==> src/hw/rtl/nls_pkg.sv <==
package nls_pkg;

  localparam int VALUE_WIDTH = 64;
  // Values never exceed 2^(VALUE_WIDTH-1)-1, so one bit less holds them.
  localparam int VAL_W = VALUE_WIDTH - 1;
  // Product of a value and a radix up to 36, plus a digit.
  localparam int MAC_W = VAL_W + 7;
  localparam int LIT_W = 63;

  localparam int RADIX_W = 6;
  localparam logic [RADIX_W-1:0] RADIX_DEC = 6'd10;
  localparam logic [RADIX_W-1:0] RADIX_MAX = 6'd36;
  localparam logic [RADIX_W-1:0] RADIX_MIN = 6'd2;

  localparam logic [7:0] CH_HASH  = 8'h23;
  localparam logic [7:0] CH_PLUS  = 8'h2B;
  localparam logic [7:0] CH_MINUS = 8'h2D;
  localparam logic [7:0] CH_DOT   = 8'h2E;
  localparam logic [7:0] CH_ZERO  = 8'h30;
  localparam logic [7:0] CH_NINE  = 8'h39;
  localparam logic [7:0] CH_UP_A  = 8'h41;
  localparam logic [7:0] CH_UP_E  = 8'h45;
  localparam logic [7:0] CH_UP_Z  = 8'h5A;
  localparam logic [7:0] CH_UNDER = 8'h5F;
  localparam logic [7:0] CH_LO_A  = 8'h61;
  localparam logic [7:0] CH_LO_E  = 8'h65;
  localparam logic [7:0] CH_LO_Z  = 8'h7A;

  localparam logic [6:0] XD_NONE = 7'd99;
  localparam logic [6:0] XD_LIMIT = 7'd36;

  localparam logic [7:0] E_DEC   = 8'h01;
  localparam logic [7:0] E_BASED = 8'h02;
  localparam logic [7:0] E_DIGIT = 8'h04;
  localparam logic [7:0] E_RADIX = 8'h08;
  localparam logic [7:0] E_NODIG = 8'h10;
  localparam logic [7:0] E_NOEXP = 8'h20;
  localparam logic [7:0] E_EXPOV = 8'h40;
  localparam logic [7:0] E_NEG   = 8'h80;

  localparam logic [1:0] KIND_INT   = 2'd0;
  localparam logic [1:0] KIND_FLOAT = 2'd1;
  localparam logic [1:0] KIND_BIG   = 2'd2;

  // Extended digit value: 0-9, a-z, A-Z map to 0..35, anything else to XD_NONE.
  function automatic logic [6:0] xdigit(input logic [7:0] c);
    logic [6:0] r;
    if (c >= CH_ZERO && c <= CH_NINE) begin
      r = 7'(c - CH_ZERO);
    end else if (c >= CH_LO_A && c <= CH_LO_Z) begin
      r = 7'(c - CH_LO_A + 8'd10);
    end else if (c >= CH_UP_A && c <= CH_UP_Z) begin
      r = 7'(c - CH_UP_A + 8'd10);
    end else begin
      r = XD_NONE;
    end
    return r;
  endfunction

endpackage

==> src/hw/rtl/numeric_literal_scanner_top.sv <==
// Output: the result is presented the cycle after the beat that ends the literal; after an
//   exponent, scaling first multiplies by ten (at most 18 times), then takes a step that
//   would pass the limit, if there is one, and then emits the result.
// Throughput: one character per cycle while in_stall is low; the scaling loop on the shared
//   multiply-accumulate unit holds the input until it emits, longer while the result slot is full.
// Reset: synchronous rst returns the scanner to idle with radix ten and no result pending.
module numeric_literal_scanner_top import nls_pkg::*; (
  input  logic             clk,
  input  logic             rst,
  input  logic             in_valid,
  output logic             in_stall,
  input  logic [7:0]       char_code,
  input  logic             end_of_input,
  output logic             out_valid,
  input  logic             out_stall,
  output logic [LIT_W-1:0] literal_value,
  output logic [1:0]       literal_kind,
  output logic [7:0]       error_flags,
  output logic             terminator_consumed
);

  localparam logic [2:0] PH_IDLE   = 3'd0;
  localparam logic [2:0] PH_DEC    = 3'd1;
  localparam logic [2:0] PH_BFIRST = 3'd2;
  localparam logic [2:0] PH_BASED  = 3'd3;
  localparam logic [2:0] PH_ESIGN  = 3'd4;
  localparam logic [2:0] PH_EFIRST = 3'd5;
  localparam logic [2:0] PH_EDIG   = 3'd6;
  localparam logic [2:0] PH_SCALE  = 3'd7;

  logic [2:0]         phase, phase_next;
  logic [VAL_W-1:0]   accum, accum_next;
  logic [VAL_W-1:0]   expo, expo_next;
  logic [RADIX_W-1:0] radix, radix_next;
  logic [7:0]         errs, errs_next;
  logic               ovf, ovf_next;

  logic [VAL_W-1:0]   mac_a, mac_res;
  logic [RADIX_W-1:0] mac_base, mac_digit;
  logic               mac_ok;

  logic               emit, emit_cons;
  logic [VAL_W-1:0]   emit_val;
  logic [1:0]         emit_kind;

  logic               out_free, in_accept, advance;

  logic               is_dec, is_x, is_dot, is_us, is_hash, is_e, is_plus, is_minus;
  logic [6:0]         xd;
  logic [RADIX_W-1:0] dec_digit;

  assign xd        = xdigit(char_code);
  assign is_dec    = !end_of_input && char_code >= CH_ZERO && char_code <= CH_NINE;
  assign is_x      = !end_of_input && xd < XD_LIMIT;
  assign is_dot    = !end_of_input && char_code == CH_DOT;
  assign is_us     = !end_of_input && char_code == CH_UNDER;
  assign is_hash   = !end_of_input && char_code == CH_HASH;
  assign is_e      = !end_of_input && (char_code == CH_LO_E || char_code == CH_UP_E);
  assign is_plus   = !end_of_input && char_code == CH_PLUS;
  assign is_minus  = !end_of_input && char_code == CH_MINUS;
  assign dec_digit = RADIX_W'(char_code - CH_ZERO);

  nls_mac u_mac (
    .a      (mac_a),
    .base   (mac_base),
    .digit  (mac_digit),
    .result (mac_res),
    .ok     (mac_ok)
  );

  always_comb begin
    logic [VAL_W-1:0] end_val;
    end_val    = ovf ? '0 : accum;
    phase_next = phase;
    accum_next = accum;
    expo_next  = expo;
    radix_next = radix;
    errs_next  = errs;
    ovf_next   = ovf;
    emit       = 1'b0;
    emit_val   = '0;
    emit_kind  = KIND_INT;
    emit_cons  = 1'b0;
    mac_a      = accum;
    mac_base   = RADIX_DEC;
    mac_digit  = dec_digit;
    case (phase)
      PH_DEC: begin
        if (is_dec) begin
          if (!ovf) begin
            if (mac_ok) accum_next = mac_res;
            else ovf_next = 1'b1;
          end
        end else if (is_dot) begin
          emit      = 1'b1;
          emit_kind = KIND_FLOAT;
          emit_cons = 1'b1;
        end else if (is_us) begin
          emit      = 1'b1;
          emit_kind = KIND_BIG;
          emit_cons = 1'b1;
        end else begin
          if (ovf) errs_next = errs_next | E_DEC;
          ovf_next   = 1'b0;
          accum_next = end_val;
          if (is_hash) begin
            if (end_val < VAL_W'(RADIX_MIN) || end_val > VAL_W'(RADIX_MAX)) begin
              errs_next  = errs_next | E_RADIX;
              radix_next = RADIX_MAX;
            end else begin
              radix_next = end_val[RADIX_W-1:0];
            end
            accum_next = '0;
            phase_next = PH_BFIRST;
          end else if (is_e) begin
            expo_next  = '0;
            phase_next = PH_ESIGN;
          end else begin
            emit     = 1'b1;
            emit_val = end_val;
          end
        end
      end
      PH_BFIRST, PH_BASED: begin
        mac_base  = radix;
        mac_digit = xd[RADIX_W-1:0];
        if (is_x) begin
          if (xd >= 7'(radix)) begin
            errs_next = errs | E_DIGIT;
          end else if (!ovf) begin
            if (mac_ok) accum_next = mac_res;
            else ovf_next = 1'b1;
          end
          phase_next = PH_BASED;
        end else if (phase == PH_BFIRST) begin
          errs_next = errs | E_NODIG;
          emit      = 1'b1;
        end else if (is_us) begin
          emit      = 1'b1;
          emit_kind = KIND_BIG;
          emit_cons = 1'b1;
        end else if ((errs & E_DIGIT) != '0) begin
          emit = 1'b1;
        end else if (ovf) begin
          errs_next = errs | E_BASED;
          emit      = 1'b1;
        end else begin
          emit     = 1'b1;
          emit_val = accum;
        end
      end
      PH_ESIGN, PH_EFIRST, PH_EDIG: begin
        mac_a = expo;
        if (phase == PH_ESIGN && is_plus) begin
          phase_next = PH_EFIRST;
        end else if (phase == PH_ESIGN && is_minus) begin
          errs_next  = errs | E_NEG;
          accum_next = '0;
          phase_next = PH_EFIRST;
        end else if (is_dec) begin
          if (!ovf) begin
            if (mac_ok) expo_next = mac_res;
            else ovf_next = 1'b1;
          end
          phase_next = PH_EDIG;
        end else if (phase != PH_EDIG) begin
          errs_next = errs | E_NOEXP;
          emit      = 1'b1;
        end else begin
          // an exponent past the limit counts as zero, flagged only for a nonzero value
          if (accum != '0 && ovf) begin
            errs_next = errs | E_DEC;
            expo_next = '0;
          end
          ovf_next   = 1'b0;
          phase_next = PH_SCALE;
        end
      end
      PH_SCALE: begin
        mac_digit = '0;
        if (expo == '0 || accum == '0) begin
          emit     = 1'b1;
          emit_val = accum;
        end else if (mac_ok) begin
          accum_next = mac_res;
          expo_next  = expo - VAL_W'(1);
        end else begin
          errs_next  = errs | E_EXPOV;
          accum_next = '0;
        end
      end
      default: begin
        if (is_dec) begin
          accum_next = VAL_W'(dec_digit);
          expo_next  = '0;
          errs_next  = '0;
          ovf_next   = 1'b0;
          radix_next = RADIX_DEC;
          phase_next = PH_DEC;
        end else begin
          phase_next = PH_IDLE;
        end
      end
    endcase
    if (emit) phase_next = PH_IDLE;
  end

  assign out_free  = !out_valid || !out_stall;
  // hold the input while scaling, or when this beat ends a literal and the result slot is full
  assign in_stall  = (phase == PH_SCALE) || (emit && !out_free);
  assign in_accept = in_valid && !in_stall;
  assign advance   = (phase == PH_SCALE) ? (!emit || out_free) : in_accept;

  always_ff @(posedge clk) begin
    if (rst) begin
      phase     <= PH_IDLE;
      accum     <= '0;
      expo      <= '0;
      radix     <= RADIX_DEC;
      errs      <= '0;
      ovf       <= 1'b0;
      out_valid <= 1'b0;
    end else begin
      if (advance) begin
        phase <= phase_next;
        accum <= accum_next;
        expo  <= expo_next;
        radix <= radix_next;
        errs  <= errs_next;
        ovf   <= ovf_next;
      end
      if (advance && emit) begin
        out_valid <= 1'b1;
      end else if (!out_stall) begin
        out_valid <= 1'b0;
      end
    end
  end

  always_ff @(posedge clk) begin
    if (advance && emit) begin
      literal_value       <= LIT_W'(emit_val);
      literal_kind        <= emit_kind;
      error_flags         <= errs_next;
      terminator_consumed <= emit_cons;
    end
  end

endmodule

==> src/hw/rtl/nls_mac.sv <==
// Shared multiply-accumulate: result = a * base + digit, ok when within the value limit.
module nls_mac import nls_pkg::*; (
  input  logic [VAL_W-1:0]   a,
  input  logic [RADIX_W-1:0] base,
  input  logic [RADIX_W-1:0] digit,
  output logic [VAL_W-1:0]   result,
  output logic               ok
);

  logic [MAC_W-1:0] prod;

  assign prod   = MAC_W'(a) * MAC_W'(base) + MAC_W'(digit);
  assign result = prod[VAL_W-1:0];
  assign ok     = (prod[MAC_W-1:VAL_W] == '0);

endmodule
==> config.mk <==
export PLATFORM = sky130hd
export DESIGN_NAME = numeric_literal_scanner_top
export DESIGN_NICKNAME = d
export VERILOG_FILES = /design/src/hw/rtl/nls_pkg.sv /design/src/hw/rtl/numeric_literal_scanner_top.sv /design/src/hw/rtl/nls_mac.sv
export SDC_FILE = /design/constraint.sdc
export NUM_CORES = 2
export LEC_CHECK = 0
export BUFFER_PORTS_ARGS = -buffer_cell sky130_fd_sc_hd__buf_2
export CELL_PAD_IN_SITES_DETAIL_PLACEMENT = 0
export CELL_PAD_IN_SITES_GLOBAL_PLACEMENT = 1
export CORE_MARGIN = 8
export CORE_UTILIZATION = 49
export DETAILED_ROUTE_END_ITERATION = 16
export PLACE_DENSITY = 0.94
export SLEW_MARGIN = 25
export SYNTH_ARGS = -nofsm -noshare
export SYNTH_HDL_FRONTEND = slang
export SYNTH_SLANG_ARGS = --single-unit
==> constraint.sdc <==
create_clock -name clk -period 10.1 [get_ports clk]
set_input_delay 1.01 -clock clk [delete_from_list [all_inputs] [get_ports clk]]
set_output_delay 1.01 -clock clk [all_outputs]
set_load 0.01 [all_outputs]
---- After elaboration in Yosys (flattened, before gate mapping) ----
Index checks and enable logic that the tools add are counted.
operators by class
  $add $sub $neg .......................... 7
  multiply operators ...................... 1
  $lt $le $gt $ge ......................... 10
  equal/unequal tests ..................... 42
  muxes and demuxes ....................... 129
  bitwise operators ....................... 3
  reductions and logical operators ........ 47
operator list
  kind                     count
  $mux W63                 40
  $pmux W63 S4             2
  $pmux W63 S3             1
  $logic_not A63 Y1        2
  $add A69 B6 Y70          1
  $mul A63 B6 Y69          1
  $gt A63 B6 Y1 const B    1
  $lt A63 B2 Y1 const B    1
  $reduce_bool A63 Y1      1
  $sub A63 B1 Y63 const B  1
  $mux W6                  9
  $mux W3                  14
  $mux W7                  5
  $mux W1                  34
  $ne A3 B3 Y1 const B     11
  $eq A8 B6 Y1 const B     4
  $pmux W8 S4              1
  $ne A2 B2 Y1 const B     14
  $eq A8 B7 Y1 const B     3
  $mux W8                  3
  $pmux W6 S2              2
  $mux W4                  5
  $logic_and A1 B1 Y1      18
  $ge A8 B7 Y1 const B     2
  other kinds (36)         63
storage, ports and cells
  register bits ........................... 219
  input port bits ......................... 13
  output and inout bits ................... 76
  logic and storage cells ................. 250

---- Logic depth before layout (Yosys ltp) ----
  depth after elaboration ................. 16
  gate-level depth with buffers ........... 29

---- Hierarchy ----
From an unflattened synthesis, not the netlist that was laid out.
unflattened totals
  cell total of the unflattened synthesis .. 2968
  area, all modules ....................... 25091.6 µm²
by module, submodules not included
  module                       times used  cells an instance  area each (µm²)  sequential area each (µm²)
  nls_mac                      1           1402               12914.9          0.0
  numeric_literal_scanner_top  1           1566               12176.7          5124.9

---- Worst setup path before layout ----
No wires, ideal clock.
  path type ............................... register -> register
  from .................................... register phase[2]
  to ...................................... register accum[14]
  library setup time ...................... 0.122 ns
  data arrival time ....................... 7.508 ns
  required time ........................... 9.978 ns
  slack ................................... 2.470 ns
  stages on the path, launching flop included .. 28
  clock period less this slack ............ 7.630 ns
  cell sequence ........................... dfxtp_1 > clkbuf_1 > a21boi_1 > clkbuf_1 > buf_1 > mux2i_1 > nor2_1 > fa_1 > inv_1 > fa_1 > inv_1 > fa_1 > inv_1 > fa_1 > inv_1 > ha_1 > a21oi_1 > nor2b_1 > a2111oi_0 > o2111a_1 > o31ai_1 > a22oi_1 > xnor2_1 > nand2_2 > nor4_4 > o32ai_4 > buf_4 > a221o_1
on the way
  word-level cells in the longest chain between the ends .. 12
ends and longest elaborated chain
  element                                                   line                                text
  start, declared                                           numeric_literal_scanner_top.sv:31   logic [2:0] phase, phase_next;
  start signal, assigned                                    numeric_literal_scanner_top.sv:225  phase <= phase_next;
  branches (longest 12 deep; another with $add A69 B6 Y70)  n/a
  end signal, assigned                                      numeric_literal_scanner_top.sv:226  accum <= accum_next;
  end, declared                                             numeric_literal_scanner_top.sv:32   logic [VAL_W-1:0] accum, accum_next;
Parallel ways; which one is timed is not known. The select of a mux whose other input is x is not followed.
A chain may end at the register's enable or synchronous reset.

---- Final worst setup path ----
  from .................................... register phase[2]
  to ...................................... register accum[58]
The elaborated chain is that of the path after synthesis.

==> results.yml <==
floorplan:
  die_h_um: 241.2
  ios: 89
  core_area_mm2: 0.05007
  die_x_um: 241.2
  start_util: 0.4962
  dieArea_mm2: 0.05817
  rows: 82
route:
  ant_nets: 0
  vias_per_cell: 6.365
  drt-pass1-iter-count: 5
  drc_errors: 0
  drt-total-wl_um: 85570
  drt-initial-drc-count: 2621
  num_vias: 23400
  wl_per_cell_um: 23.28
finish:
  drive_gt1_frac: 0.07856
  synthToLayoutAreaGrowth_pct: 6.814
  fin_nets: 3410
  design_area_mm2: 0.02654
  utilization: 0.5300
  finalNonFillerCells: 3676
  diodes: 0
synthesis:
  yosysWarnings: 0
  synthCells: 3024
  synthTopCellsByCount: "nor2_1, nand2_1, fa_1, a21oi_1, ha_1"
  synth_area_leaders: "fa_1, dfxtp_1, edfxtp_1"
  synth.top_cell.area_share: 0.1998
  synth_seq_cells: 219
  synth_edf_count: 74
  synth_area_mm2: 0.02485
  synth_top_flop_cell: "dfxtp_1"
  syn_nets: 3448
  async_reset_ff_frac: 0
  seq_area_frac_synth: 0.2063
  yosysMostFrequentCell: "nor2_1"
  yosysTopAreaCell: "fa_1"
  syn_avg_cell_area_um2: 8.216
  synth_cell_types: 84
timing:
  fin_crit_sh: 0.9131
  slew_viol_final: 0
  final.min_clock_period_ns: 9.223
  slew_headroom: 0.3136
  tns_ns: 0
  finalHoldViolations: 0
  fin_skew_ns: 0.01614
  max_freq_ghz: 0.1084
  grt_setup_unrepaired: "false"
  setup_viol: 0
  tightest_slew_ns: 1.030
place:
  place_area_mm2: 0.02571
  hpwlAfterDp_um: 66080
  placed_cells: 3631
  port_buffers: 88
  place_congestion: 0.9817
worst_setup_path:
  crit_type: "register to register"
  critPathSlowestCell: "mux2i_1"
  worst_setup_path_start_kind: "register"
  cp-end-kind: "register"
  crit_arrival_ns: 9.64
  crit_chain: "a21boi_4, buf_4, buf_4, mux2i_1, nor2_1, fa_1, fa_1, fa_1, ha_1, ha_1, a21oi_1, o21ai_0, a211oi_1, a21oi_1, o31ai_1, a22oi_1, xnor2_1, nand2_2, nor4_4, buf_4, a21oi_1, o21ai_0, o21ai_0"
  cpPeakStageDelay_ns: 0.78
  cp.required_ns: 10.51
  cp_max_fo: 39
global_routing:
  grt_max_degree: 65
  grt_pass1_vias: 22860
  gr-usage-met3: 0.04304
  grt_use_met2: 0.4466
  globalRouteMet1Util: 0.4053
  gr-usage-all-layers: 0.2912
  overflow: 0
  antenna_found_initial: 0
  grt_busiest_layer: "met2"
  grt_pass1_wl_um: 133600
clock_network:
  holdBufCountCts: 0
  post_cts_buffers: 0
  cts-root-buf: "clkbuf_16"
  clkTransAtPathRegs_ns: 0.07
  cts_made_buffers: 24
  clockBufferDepth: 3
  cts.sinks: 219
  post_cts_resized: 0
  clock_latency_ns: 0.55
  tritoncts: "done"
  htreeDepth: 1
min_path:
  hp-class: "register to register"
job:
  max_cap_viol_count: 0
pwr:
  power_density_mw_per_mm2: 76.43
  ir_worst_vdd_v: 0.0001217
  leakagePower_nw: 11.60
outcome:
  run_status: "completed"
-- final timing paths --
kind,startpoint,end,slack (ns),depth (start not counted)
worst min-delay path,errs[6]$_SDFFE_PP0N_,errs[6]$_SDFFE_PP0N_,0.49,2
worst max register to register,phase[2]$_SDFFE_PP0P_,accum[58]$_SDFFE_PP0P_,0.88,23
worst max-delay path,phase[2]$_SDFFE_PP0P_,accum[58]$_SDFFE_PP0P_,0.88,23
worst min register to register,errs[6]$_SDFFE_PP0N_,errs[6]$_SDFFE_PP0N_,0.49,2
-- cell type report --
cell class,instances,area (um2)
inverter,84,316.6
multi-input combinational,2538,18710
clock buffer,27,643.1
timing repair buffer,119,733.2
fill,4689,23530
sequential,219,5125
tap,672,840.8
clock inverter,17,167.7
-- worst max-delay path: cells and delay by family, from the launching register on --
kind | cells | cell delay (ns)
fa+ha+maj | 5 | 2.26
xor+xnor | 1 | 0.42
compound gates | 10 | 2.57
flops | 1 | 0.62
buf+inv | 3 | 1.39
simple gates | 3 | 0.98
mux | 1 | 0.78
-- layout by cell type (no fill, tap or decap), types with 25 or more instances in the layout --
cell / n
xor2_1: 40
a21o_1: 25
nor4_1: 30
nand2_1: 342
buf_2: 88
ha_1: 163
dfxtp_1: 145
nor3_1: 79
inv_1: 83
fa_1: 248
nor2_1: 559
mux2i_1: 72
xnor2_1: 53
a211oi_1: 27
edfxtp_1: 74
nand4_1: 52
a21oi_1: 216
and2_1: 78
o21ai_0: 156
buf_4: 27
nand3_1: 26
clkbuf_16: 25
-- metal layers --
metal	part of all wire	up-vias	routed length, um
met1	0.42	11430	35820
li1	-	10460	-
met3	0.097	217	8263
met5	0	-	0
met2	0.44	1292	37270
met4	0.049	0	4211
-- power breakdown --
group / internal, mW / total (mW) / switching, mW
clock network: 0.518 / 0.926 / 0.408
logic: 0.0640 / 0.186 / 0.122
registers: 0.910 / 0.916 / 0.00592
-- metrics by stage --
stage | total power, mW | hold WS, ns | worst slack (ns)
6_report | 2.028 | 0.4917 | 0.8773
5_1_grt | 2.085 | 0.5106 | 0.5858
4_1_cts | 2.028 | 0.4909 | 0.9808
3_5_place_dp | 1.115 | 0.4782 | 1.011
3_3_place_gp | 1.113 | 0.4754 | 0.8889
2_1_floorplan | 1.064 | 0.4474 | 2.470
-- sequential cells by signal (all words and copies together) (netlist names) --
signal	cells
error_flags	8
phase	3
errs	8
literal_kind	2
accum	63
ovf	1
out_valid	1
literal_value	63
terminator_consumed	1
expo	63
radix	6
-- cell families (layout without fill, tap and decap cells) --
| kind of cell | after synthesis | count (layout) | synth area share |
|---|---|---|---|
| fa+ha+maj | 411 | 411 | 0.2819 |
| xor+xnor | 93 | 93 | 0.03278 |
| mux | 72 | 72 | 0.02901 |
| compound gates | 665 | 665 | 0.1707 |
| buf+inv | 267 | 247 | 0.04417 |
| flops | 219 | 219 | 0.2063 |
| simple gates | 1297 | 1297 | 0.2351 |
(Power assumes the default switching activity.)
